**src/sv/serial_command_frame_receiver_assert.svh**
```systemverilog
// Assertion shorthands used by the receiver top module
`ifndef SERIAL_COMMAND_FRAME_RECEIVER_ASSERT_SVH
`define SERIAL_COMMAND_FRAME_RECEIVER_ASSERT_SVH

// Same-cycle implication, checked outside reset
`define SCFR_ASSERT_NOW(label, clk, rstn, ante, cons) \
    label: assert property (@(posedge clk) disable iff (!(rstn)) (ante) |-> (cons)) \
        else $error("serial_command_frame_receiver: check failed");

// Next-cycle implication, checked outside reset
`define SCFR_ASSERT_NEXT(label, clk, rstn, ante, cons) \
    label: assert property (@(posedge clk) disable iff (!(rstn)) (ante) |=> (cons)) \
        else $error("serial_command_frame_receiver: check failed");

`endif

```
**src/sv/scfr_pkg.sv**
```systemverilog
package scfr_pkg;

    // Default frame store depth
    localparam int BUF_DEPTH_DEF = 64;

    // Smallest legal length byte
    localparam logic [7:0] MIN_LEN_BYTE = 8'd2;

    // Register reset values
    localparam logic [7:0] HEAD_BYTE_RST   = 8'hFF;
    localparam logic [7:0] DEVICE_CODE_RST = 8'hFC;

    // Configuration register indexes
    localparam int CFG_IDX_W = 1;
    localparam logic [CFG_IDX_W-1:0] REG_HEAD_BYTE   = 1'b0;
    localparam logic [CFG_IDX_W-1:0] REG_DEVICE_CODE = 1'b1;

    // Item modes
    localparam logic [1:0] MODE_RX      = 2'd0;
    localparam logic [1:0] MODE_RELEASE = 2'd1;
    localparam logic [1:0] MODE_READ    = 2'd2;

    // Result status codes
    localparam logic [2:0] ST_OK       = 3'd0;
    localparam logic [2:0] ST_COMPLETE = 3'd1;
    localparam logic [2:0] ST_BAD_HEAD = 3'd2;
    localparam logic [2:0] ST_BAD_ID   = 3'd3;
    localparam logic [2:0] ST_BAD_LEN  = 3'd4;
    localparam logic [2:0] ST_IGNORED  = 3'd5;

    typedef struct packed {
        logic [1:0] mode;
        logic [7:0] rx_byte;
        logic [5:0] read_index;
    } scfr_in_t;

    typedef struct packed {
        logic [2:0] status;
        logic       frame_ready;
        logic       checksum_ok;
        logic [7:0] cmd_code;
        logic [5:0] frame_length;
        logic [7:0] read_data;
    } scfr_out_t;

endpackage

```
**src/sv/scfr_store.sv**
```systemverilog
module scfr_store #(
    parameter int BUF_DEPTH = scfr_pkg::BUF_DEPTH_DEF
) (
    input  logic                         aclk,
    input  logic                         accept,
    input  logic                         wr_en,
    input  logic [$clog2(BUF_DEPTH)-1:0] wr_addr,
    input  logic [7:0]                   wr_data,
    input  logic                         rd_en,
    input  logic [$clog2(BUF_DEPTH)-1:0] rd_addr,
    output logic [7:0]                   rd_data
);
    import scfr_pkg::*;

    logic [7:0] mem [BUF_DEPTH];
    logic [7:0] rd_data_reg;

    // Write received frame bytes
    always_ff @(posedge aclk) begin
        if (wr_en) begin
            mem[wr_addr] <= wr_data;
        end
    end

    // Register read data; zero for every other transaction
    always_ff @(posedge aclk) begin
        if (rd_en) begin
            rd_data_reg <= mem[rd_addr];
        end else if (accept) begin
            rd_data_reg <= '0;
        end
    end

    assign rd_data = rd_data_reg;

endmodule

```
**src/sv/scfr_parser.sv**
```systemverilog
module scfr_parser #(
    parameter int BUF_DEPTH = scfr_pkg::BUF_DEPTH_DEF
) (
    input  logic                         aclk,
    input  logic                         aresetn,
    input  logic                         accept,
    input  scfr_pkg::scfr_in_t           in_item,
    input  logic [7:0]                   head_byte,
    input  logic [7:0]                   device_code,
    output scfr_pkg::scfr_out_t          result,
    output logic                         wr_en,
    output logic [$clog2(BUF_DEPTH)-1:0] wr_addr,
    output logic [7:0]                   wr_data,
    output logic                         rd_en,
    output logic [$clog2(BUF_DEPTH)-1:0] rd_addr
);
    import scfr_pkg::*;

    localparam int PW = $clog2(BUF_DEPTH);
    localparam int IW = (PW > 6) ? PW : 6;

    typedef enum logic [1:0] {
        PH_HEAD,
        PH_ID,
        PH_LEN,
        PH_BODY
    } phase_t;

    phase_t          phase_reg, phase_next;
    logic [PW-1:0]   wpos_reg, wpos_next;
    logic [PW-1:0]   total_reg, total_next;
    logic            held_reg, held_next;
    logic [7:0]      sum_reg, sum_next;
    logic            match_reg, match_next;
    logic [7:0]      code_reg, code_next;
    logic [2:0]      status;
    logic            store_en;
    logic [8:0]      len_total;
    logic [PW-1:0]   pos_inc;
    logic [IW-1:0]   idx_wide;

    assign len_total = {1'b0, in_item.rx_byte} + 9'd2;
    assign pos_inc   = wpos_reg + PW'(1);

    // Advance the frame hunt for one transaction
    always_comb begin
        phase_next = phase_reg;
        wpos_next  = wpos_reg;
        total_next = total_reg;
        held_next  = held_reg;
        sum_next   = sum_reg;
        match_next = match_reg;
        code_next  = code_reg;
        status     = ST_OK;
        store_en   = 1'b0;
        wr_addr    = wpos_reg;
        case (in_item.mode)
            MODE_RX: begin
                if (held_reg) begin
                    status = ST_IGNORED;
                end else begin
                    case (phase_reg)
                        PH_HEAD: begin
                            if (in_item.rx_byte == head_byte) begin
                                store_en   = 1'b1;
                                wr_addr    = PW'(0);
                                phase_next = PH_ID;
                            end else begin
                                status = ST_BAD_HEAD;
                            end
                        end
                        PH_ID: begin
                            if (in_item.rx_byte == device_code) begin
                                store_en   = 1'b1;
                                wr_addr    = PW'(1);
                                phase_next = PH_LEN;
                                wpos_next  = PW'(2);
                            end else begin
                                phase_next = PH_HEAD;
                                status     = ST_BAD_ID;
                            end
                        end
                        PH_LEN: begin
                            if (len_total >= 9'(BUF_DEPTH) ||
                                in_item.rx_byte < MIN_LEN_BYTE) begin
                                phase_next = PH_HEAD;
                                wpos_next  = '0;
                                status     = ST_BAD_LEN;
                            end else begin
                                store_en   = 1'b1;
                                wr_addr    = PW'(2);
                                total_next = len_total[PW-1:0];
                                sum_next   = in_item.rx_byte;
                                wpos_next  = PW'(3);
                                phase_next = PH_BODY;
                            end
                        end
                        default: begin
                            store_en  = 1'b1;
                            wpos_next = pos_inc;
                            if (wpos_reg == PW'(3)) begin
                                code_next = in_item.rx_byte;
                            end
                            if (pos_inc >= total_reg) begin
                                // Last byte is the checksum
                                match_next = (sum_reg == in_item.rx_byte);
                                held_next  = 1'b1;
                                phase_next = PH_HEAD;
                                wpos_next  = '0;
                                status     = ST_COMPLETE;
                            end else begin
                                sum_next = sum_reg + in_item.rx_byte;
                            end
                        end
                    endcase
                end
            end
            MODE_RELEASE: begin
                held_next  = 1'b0;
                match_next = 1'b0;
                code_next  = '0;
            end
            default: ;
        endcase
    end

    assign wr_en   = accept && store_en;
    assign wr_data = in_item.rx_byte;

    // Read only inside the held frame
    assign idx_wide = IW'(in_item.read_index);
    assign rd_addr  = idx_wide[PW-1:0];
    assign rd_en    = accept && (in_item.mode == MODE_READ) && held_reg &&
                      (idx_wide < IW'(total_reg));

    // Report the state left by this transaction
    always_comb begin
        result               = '0;
        result.status        = status;
        result.frame_ready   = held_next;
        result.checksum_ok   = held_next && match_next;
        result.cmd_code      = held_next ? code_next : 8'd0;
        result.frame_length  = held_next ? 6'(total_next) : 6'd0;
    end

    // Hold parser state
    always_ff @(posedge aclk) begin
        if (!aresetn) begin
            phase_reg <= PH_HEAD;
            wpos_reg  <= '0;
            total_reg <= '0;
            held_reg  <= 1'b0;
            sum_reg   <= '0;
            match_reg <= 1'b0;
            code_reg  <= '0;
        end else if (accept) begin
            phase_reg <= phase_next;
            wpos_reg  <= wpos_next;
            total_reg <= total_next;
            held_reg  <= held_next;
            sum_reg   <= sum_next;
            match_reg <= match_next;
            code_reg  <= code_next;
        end
    end

endmodule

```
**src/sv/serial_command_frame_receiver.sv**
```systemverilog
// An accepted transaction's result is registered onto m_data for the next
// cycle. Throughput: one transaction per cycle while m_ready is high; the
// parser state and the store's registered read port update on accept.
// Reset: synchronous, active-low aresetn clears the parser and the output
// valid, and loads head_byte 0xFF and device_code 0xFC; the frame store
// is not cleared.
`include "serial_command_frame_receiver_assert.svh"

module serial_command_frame_receiver #(
    parameter int BUF_DEPTH = scfr_pkg::BUF_DEPTH_DEF
) (
    input  logic                            aclk,
    input  logic                            aresetn,
    input  logic                            s_valid,
    output logic                            s_ready,
    input  scfr_pkg::scfr_in_t              s_data,
    output logic                            m_valid,
    input  logic                            m_ready,
    output scfr_pkg::scfr_out_t             m_data,
    input  logic                            cfg_valid,
    output logic                            cfg_ready,
    input  logic [scfr_pkg::CFG_IDX_W-1:0]  cfg_index,
    input  logic [7:0]                      cfg_data
);
    import scfr_pkg::*;

    localparam int PW = $clog2(BUF_DEPTH);

    logic            accept;
    logic [7:0]      head_byte_reg;
    logic [7:0]      device_code_reg;
    logic            m_valid_reg;
    scfr_out_t       result;
    scfr_out_t       result_reg;
    logic            wr_en;
    logic [PW-1:0]   wr_addr;
    logic [7:0]      wr_data;
    logic            rd_en;
    logic [PW-1:0]   rd_addr;
    logic [7:0]      rd_data;

    assign s_ready   = !m_valid_reg || m_ready;
    assign accept    = s_valid && s_ready;
    assign cfg_ready = 1'b1;

    // Configuration registers
    always_ff @(posedge aclk) begin
        if (!aresetn) begin
            head_byte_reg   <= HEAD_BYTE_RST;
            device_code_reg <= DEVICE_CODE_RST;
        end else if (cfg_valid) begin
            case (cfg_index)
                REG_HEAD_BYTE:   head_byte_reg   <= cfg_data;
                REG_DEVICE_CODE: device_code_reg <= cfg_data;
                default: ;
            endcase
        end
    end

    scfr_parser #(
        .BUF_DEPTH (BUF_DEPTH)
    ) u_parser (
        .aclk        (aclk),
        .aresetn     (aresetn),
        .accept      (accept),
        .in_item     (s_data),
        .head_byte   (head_byte_reg),
        .device_code (device_code_reg),
        .result      (result),
        .wr_en       (wr_en),
        .wr_addr     (wr_addr),
        .wr_data     (wr_data),
        .rd_en       (rd_en),
        .rd_addr     (rd_addr)
    );

    scfr_store #(
        .BUF_DEPTH (BUF_DEPTH)
    ) u_store (
        .aclk    (aclk),
        .accept  (accept),
        .wr_en   (wr_en),
        .wr_addr (wr_addr),
        .wr_data (wr_data),
        .rd_en   (rd_en),
        .rd_addr (rd_addr),
        .rd_data (rd_data)
    );

    // Output valid: load on accept, drop once taken
    always_ff @(posedge aclk) begin
        if (!aresetn) begin
            m_valid_reg <= 1'b0;
        end else if (accept) begin
            m_valid_reg <= 1'b1;
        end else if (m_ready) begin
            m_valid_reg <= 1'b0;
        end
    end

    // Result payload
    always_ff @(posedge aclk) begin
        if (accept) begin
            result_reg <= result;
        end
    end

    // Merge read data from the store
    always_comb begin
        m_data           = result_reg;
        m_data.read_data = rd_data;
    end

    assign m_valid = m_valid_reg;

    `SCFR_ASSERT_NEXT(a_accept_gives_result, aclk, aresetn, accept, m_valid)
    `SCFR_ASSERT_NOW(a_idle_fields_zero, aclk, aresetn,
        m_valid && !m_data.frame_ready,
        m_data.frame_length == 6'd0 && m_data.cmd_code == 8'd0 && !m_data.checksum_ok)
    `SCFR_ASSERT_NOW(a_read_needs_hold, aclk, aresetn,
        m_valid && m_data.read_data != 8'd0, m_data.frame_ready)
    `SCFR_ASSERT_NOW(a_complete_holds, aclk, aresetn,
        m_valid && m_data.status == ST_COMPLETE, m_data.frame_ready)
    `SCFR_ASSERT_NOW(a_ignored_holds, aclk, aresetn,
        m_valid && m_data.status == ST_IGNORED, m_data.frame_ready)

endmodule
```
**config.mk**
```make
export PLATFORM = sky130hd
export DESIGN_NAME = serial_command_frame_receiver
export DESIGN_NICKNAME = d
export VERILOG_FILES = /design/src/sv/scfr_pkg.sv /design/src/sv/scfr_store.sv /design/src/sv/scfr_parser.sv /design/src/sv/serial_command_frame_receiver.sv
export VERILOG_INCLUDE_DIRS = /design/src /design/src/sv
export SDC_FILE = /design/constraint.sdc
export NUM_CORES = 1
export LEC_CHECK = 0
export BUFFER_PORTS_ARGS = -buffer_cell sky130_fd_sc_hd__buf_4
export CAP_MARGIN = 20
export CORE_ASPECT_RATIO = 1.75
export CORE_UTILIZATION = 48
export DETAILED_ROUTE_END_ITERATION = 8
export PLACE_DENSITY = 0.7
export SYNTH_ARGS = -nofsm -noshare
export SYNTH_HDL_FRONTEND = slang
export SYNTH_SLANG_ARGS = --single-unit
```
**constraint.sdc**
```tcl
create_clock -name aclk -period 3.8 [get_ports aclk]
set_input_delay 0.19 -clock aclk [delete_from_list [all_inputs] [get_ports aclk]]
set_output_delay 0.19 -clock aclk [all_outputs]
set_load 0.005 [all_outputs]
```
---- Word level (Yosys, flattened, before mapping) ----
Memories as Yosys holds them, arrays and structs flattened.
Index checks and enable logic that the tools add are counted.
operators by class
  add/subtract/negate cells ............... 3
  reduce and logical (&&, ||, !) cells .... 22
  equality and inequality tests ........... 12
  bitwise logic cells ..................... 5
  divide/modulo/power cells ............... 0
  multiply operators ...................... 0
  multiplexer cells ....................... 52
  shift operators ......................... 0
  $lt $le $gt $ge ......................... 4
operators by type and width
  kind                                                                           number
  6-bit two-way mux                                                              11
  8-bit two-way mux                                                              7
  6-bit one-hot mux with 3 select lines                                          2
  8-bit one-hot mux with 2 select lines                                          2
  8-bit equality test                                                            3
  1-bit two-way mux                                                              16
  2-bit two-way mux                                                              7
  5-bit AND reduction                                                            2
  8-bit by 2-bit adder with 9-bit output (second input constant)                 1
  9-bit by 7-bit >= comparator with 1-bit output (second input constant)         1
  3-bit one-hot mux with 3 select lines                                          1
  8-bit adder                                                                    1
  8-bit by 2-bit less-than comparator with 1-bit output (second input constant)  1
  6-bit by 1-bit adder with 6-bit output (second input constant)                 1
  6-bit by 2-bit equality test with 1-bit output (second input constant)         1
  6-bit >= comparator                                                            1
  1-bit logical AND                                                              6
  6-bit less-than comparator                                                     1
  3-bit two-way mux                                                              2
  2-bit one-hot mux with 3 select lines                                          1
  6-bit AND reduction                                                            1
  1-bit inverter                                                                 5
  2-bit by 1-bit equality test with 1-bit output (second input constant)         2
  2-bit equality test (second input constant)                                    2
  12 further kinds                                                               20
word-level totals
  input bits .............................. 30
  output and inout bits ................... 30
  latch bits .............................. 0
  word-level logic and storage cells ...... 116
  memories kept ........................... 1
  bits in writable memories ............... 512
  flip-flop bits (word level) ............. 76
  ROM bits ................................ 0
memories
  name         words  bits a word  read ports  clocked after Yosys merged registers in  wr ports  line              source
  u_store.mem  64     8            1           0                                        1         scfr_store.sv:15  logic [7:0] mem [BUF_DEPTH];

---- Depth between registers and ports, before layout ----
  word-level depth ........................ 10
  gate-level depth with buffers ........... 13
  depth with buffers taken out ............ 10

---- Hierarchy ----
From an unflattened synthesis, not the netlist that was laid out.
unflattened totals
  cells, all modules ...................... 1434
  area, all modules ....................... 24634.9 um^2
by module, submodules not included
  module                         cells each  area an instance (um^2)  times used
  scfr_store                     954         20320.7                  1
  scfr_parser                    380         2961.6                   1
  serial_command_frame_receiver  100         1352.5                   1

---- Worst setup path before layout ----
No wires, ideal clock.
  path type ............................... reg2reg
  start point ............................. register u_parser.phase_reg[0]
  end point ............................... memory u_store.mem[52][0] (enable)
  period minus slack after synthesis ...... 3214 ps
  stages on the path, launching flop included .. 10
  setup time .............................. 395 ps
  path buffers ............................ 2
  arrival time ............................ 2819 ps
  path slack .............................. 586 ps
  data required time ...................... 3405 ps
  cells stage by stage .................... dfxtp_1 > ha_1 > clkbuf_1 > or4_4 > a211oi_1 > a211oi_1 > a41oi_2 > or2_1 > buf_4 > nor4_1
on the way
  word-level cells in the longest chain between the ends .. 7
  elaborated cells between the ends (all ways) .. 12
  those cells by class .................... eq/ne: 2; mux: 8; reduce/logical: 2
RTL lines
  element                                      line                source
  start: declaration                           scfr_parser.sv:29   phase_t phase_reg, phase_next;
  start signal: assignment                     scfr_parser.sv:157  phase_reg <= phase_next;
  2-bit equality test (tied with other cells)  scfr_parser.sv:62   case (phase_reg)
  1-bit one-hot mux with 3 select lines        scfr_parser.sv:62
  1-bit two-way mux                            scfr_parser.sv:59   if (held_reg) begin
  1-bit two-way mux                            scfr_parser.sv:57   case (in_item.mode)
  1-bit logical AND                            scfr_parser.sv:127  assign wr_en = accept && store_en;
  1-bit two-way mux                            scfr_store.sv:20    if (wr_en) begin
  1-bit two-way mux (implied by the code)      scfr_store.sv:21    mem[wr_addr] <= wr_data;
  end: declaration                             scfr_store.sv:15
Parallel ways exist; a longest one is shown, timed or not.

---- Worst setup path in the final report ----
  start point ............................. register u_parser.phase_reg[1]
  end point ............................... memory u_store.mem[0][4] (enable)
Same word-level chain as after synthesis.

==> flow_summary_export.csv <==
group,metric,value,unit
status,status,"finished, final reports clean",
place,gp_congestion,0.881,
clock_network,clk_latency,570,ps
worst_hold_path,hold_class,"primary input to flip-flop",
pwr,intPower,10.0,mW
critical_path,worstSetupPathType,"flip-flop to flip-flop",
logic_synthesis,synth_area_leaders,"edfxtp_1, mux4_2, dfxtp_1",
place,portBuffers,58,
layout,final_util,55.4,%
critical_path,cp-end-kind,"flip-flop",
clock_network,clock_sinks,588,
floorplan,fp.dieH,299,microns
floorplan,io_pins,60,
layout,diodes,0,
logic_synthesis,synth.distinct_cells,70,
logic_synthesis,synth_top_area_share,66.8,%
logic_synthesis,yosysWarnings,0,
layout,largest_register_ffs,512,
grt,overflow,0,
logic_synthesis,synth_fp_nets,1380,
sta,fmax,301,MHz
routing,viasPerCell,5.96,
place,placed_cells,2049,
sta,timing.hold.ws,35.1,ps
logic_synthesis,synthFlopType,"edfxtp_1",
routing,postRouteAntennaNets,0,
layout,top_register,"u_store.mem",
layout,final_common_cell,"edfxtp_1",
sta,finalCritPeriodShare,87.4,%
routing,vias,12800,
routing,drt-pass1-iter-count,7,
layout,stdcell_count,2154,
floorplan,row_count,108,
sta,hold_violations,0,
sta,finClkSkew,16.4,ps
pwr,power_density,459,nW/um^2
flow_run,drv_cap,0,
layout,drive_gt1_share,26.6,%
pwr,seqPwrFrac,56.0,%
floorplan,initial_core_util,48.7,%
logic_synthesis,syn_avg_cell_area,18.3,sq um
sta,relSlewSlack,39.7,%
clock_network,cts-resized-gates,0,
routing,drt-initial-drc-count,985,
critical_path,r2r_start,"u_parser.phase_reg[1]",
clock_network,cts.path.max_buffers,3,
logic_synthesis,seq_area_frac_synth,70.9,%
worst_hold_path,hold_path.startpoint,"s_data[15]",
clock_network,root_buffer,"clkbuf_16",
logic_synthesis,netlist_instances,1323,
floorplan,die_w,172,microns
pwr,total_leakage_power,8.94,nW
pwr,ir_worst_vdd,412,uV
sta,finalSetupViolations,0,
sta,tightestPinTransition,897,ps
routing,wl_per_cell,26.3,microns
grt,grt_max_degree,64,
logic_synthesis,synth_async_sr_flop_share,0,%
pwr,power.switching,2.65,mW
floorplan,dieArea,51400,sq um
layout,n_fill_cell,3823,
critical_path,required,4000,ps
sta,fin_tns_setup,0,ps
critical_path,startpoint,"u_parser.phase_reg[1]",
sta,rsz0062_at_grt,"false",
clock_network,h-tree-depth,2,
grt,grt_pass1_vias,13500,
grt,grt_pass1_wl,85000,microns
logic_synthesis,ys_ff_latch,588,
logic_synthesis,synth_area,24200,sq um
routing,post-route-drc-count,0,
clock_network,cts_tree,"done",
layout,areaGrowthSynthToFinish,13.8,%
critical_path,crit_fanout,8,
logic_synthesis,synth_edf_count,539,
layout,nNetsFinal,1513,
sta,drv_slew,0,
clock_network,cts_made_buffers,49,
logic_synthesis,synth_area_leader_cell,"edfxtp_1",
grt,antenna_found_initial,2,
pwr,pwr-share-clk,38.6,%
sta,min_period,3320,ps
clock_network,clkTransAtPathRegs,70,ps
pwr,combPwrFrac,5.4,%
layout,layout_common_cells,"edfxtp_1, mux4_2, buf_4",
grt,grt.total_usage,22.8,%
critical_path,crit_path_start_kind,"flip-flop",
routing,wl,56600,microns
critical_path,cp.arrival,3520,ps
pwr,p_sw_share,21.0,%
place,dp_hpwl,37900,microns
floorplan,fp.coreArea,49700,sq um
## layout make-up
type	instances	area (sq um)	share of cell area (%)
Tap cell	660	826	3.00
Sequential cell	588	17200	62.3
Timing Repair Buffer	158	1300	4.72
Clock buffer	57	1290	4.67
Inverter	26	97.6	0.354
Clock inverter	32	254	0.922
Multi-Input combinational cell	633	6620	24.0
## logic make-up (layout without fill, tap and decap cells)
group / count (synthesis) / in the layout / synth area share, %
DFF: 588 / 588 / 70.9
and+or+nand+nor: 278 / 278 / 5.80
AOI/OAI and AO/OA: 124 / 124 / 3.53
xor gates and xnor gates: 26 / 26 / 0.940
adders and majority gates: 27 / 27 / 1.43
buffers and inverters: 102 / 273 / 1.84
muxes: 177 / 177 / 15.6
other: 1 / 1 / 0.0155
## metrics by stage
step / worst slack (ps) / total power [mW] / instance area, sq um
2_1_floorplan: 586 / 7.60 / 24200
3_3_place_gp: 577 / 7.89 / 25800
3_5_place_dp: 439 / 7.90 / 25800
4_1_cts: 524 / 12.7 / 27500
5_1_grt: 264 / 13.0 / 27600
6_report: 479 / 12.6 / 27600
## metal layers
layer | wire length, microns | vias up | global-route usage [%]
met4 | 2980 | 0 | 11.6
li1 | - | 5606 | -
met3 | 3230 | 131 | 2.73
met1 | 19400 | 6609 | 26.0
met5 | 0 | - | 0
met2 | 31000 | 501 | 41.7
## power by group through the flow
stage	clock network, mW	registers [mW]	logic (mW)
global route	5.16	7.09	0.723
detailed placement	0	7.23	0.670
floorplan	0	7.23	0.370
global placement	0	7.23	0.658
CTS	4.95	7.09	0.686
finish	4.88	7.09	0.681
## worst paths after layout
kind	end	slack [ps]	cells after the start
max reg2reg	u_store.mem[0][4]	480	7
min	m_data[24]	40	2
min reg2reg	device_code_reg[0]	480	2
max	u_store.mem[0][4]	480	7
## repair_timing
action | CTS | global route
hold endpoints to repair | 29 | 0
buffers inserted | 0 | 0
setup endpoints to repair | 0 | 0
hold buffers | 15 | 0
## synth_stat cells, types with 6 or more instances
master and instances:
a21oi_1 26, buf_2 17, nand3_1 34, mux2i_1 16
inv_1 26, ha_1 26, nor3_1 14, nor2_1 98
nand4_1 6, nor4_1 9, nand2b_1 9, mux4_2 160
a211oi_1 16, o21ai_0 19, a22oi_1 24, clkbuf_1 46
edfxtp_1 539, xor2_1 20, a31oi_1 6, xnor2_1 6
nand2_1 59, dfxtp_1 49
## critical path, stage by stage, from the launching register on
cell	delay (ps)
dfxtp_1	410
ha_1	390
or4_4	220
a211oi_1	50
a211oi_1	470
a41oi_2	170
or2_1	460
nor2_1	760
(Power assumes the default switching activity.)
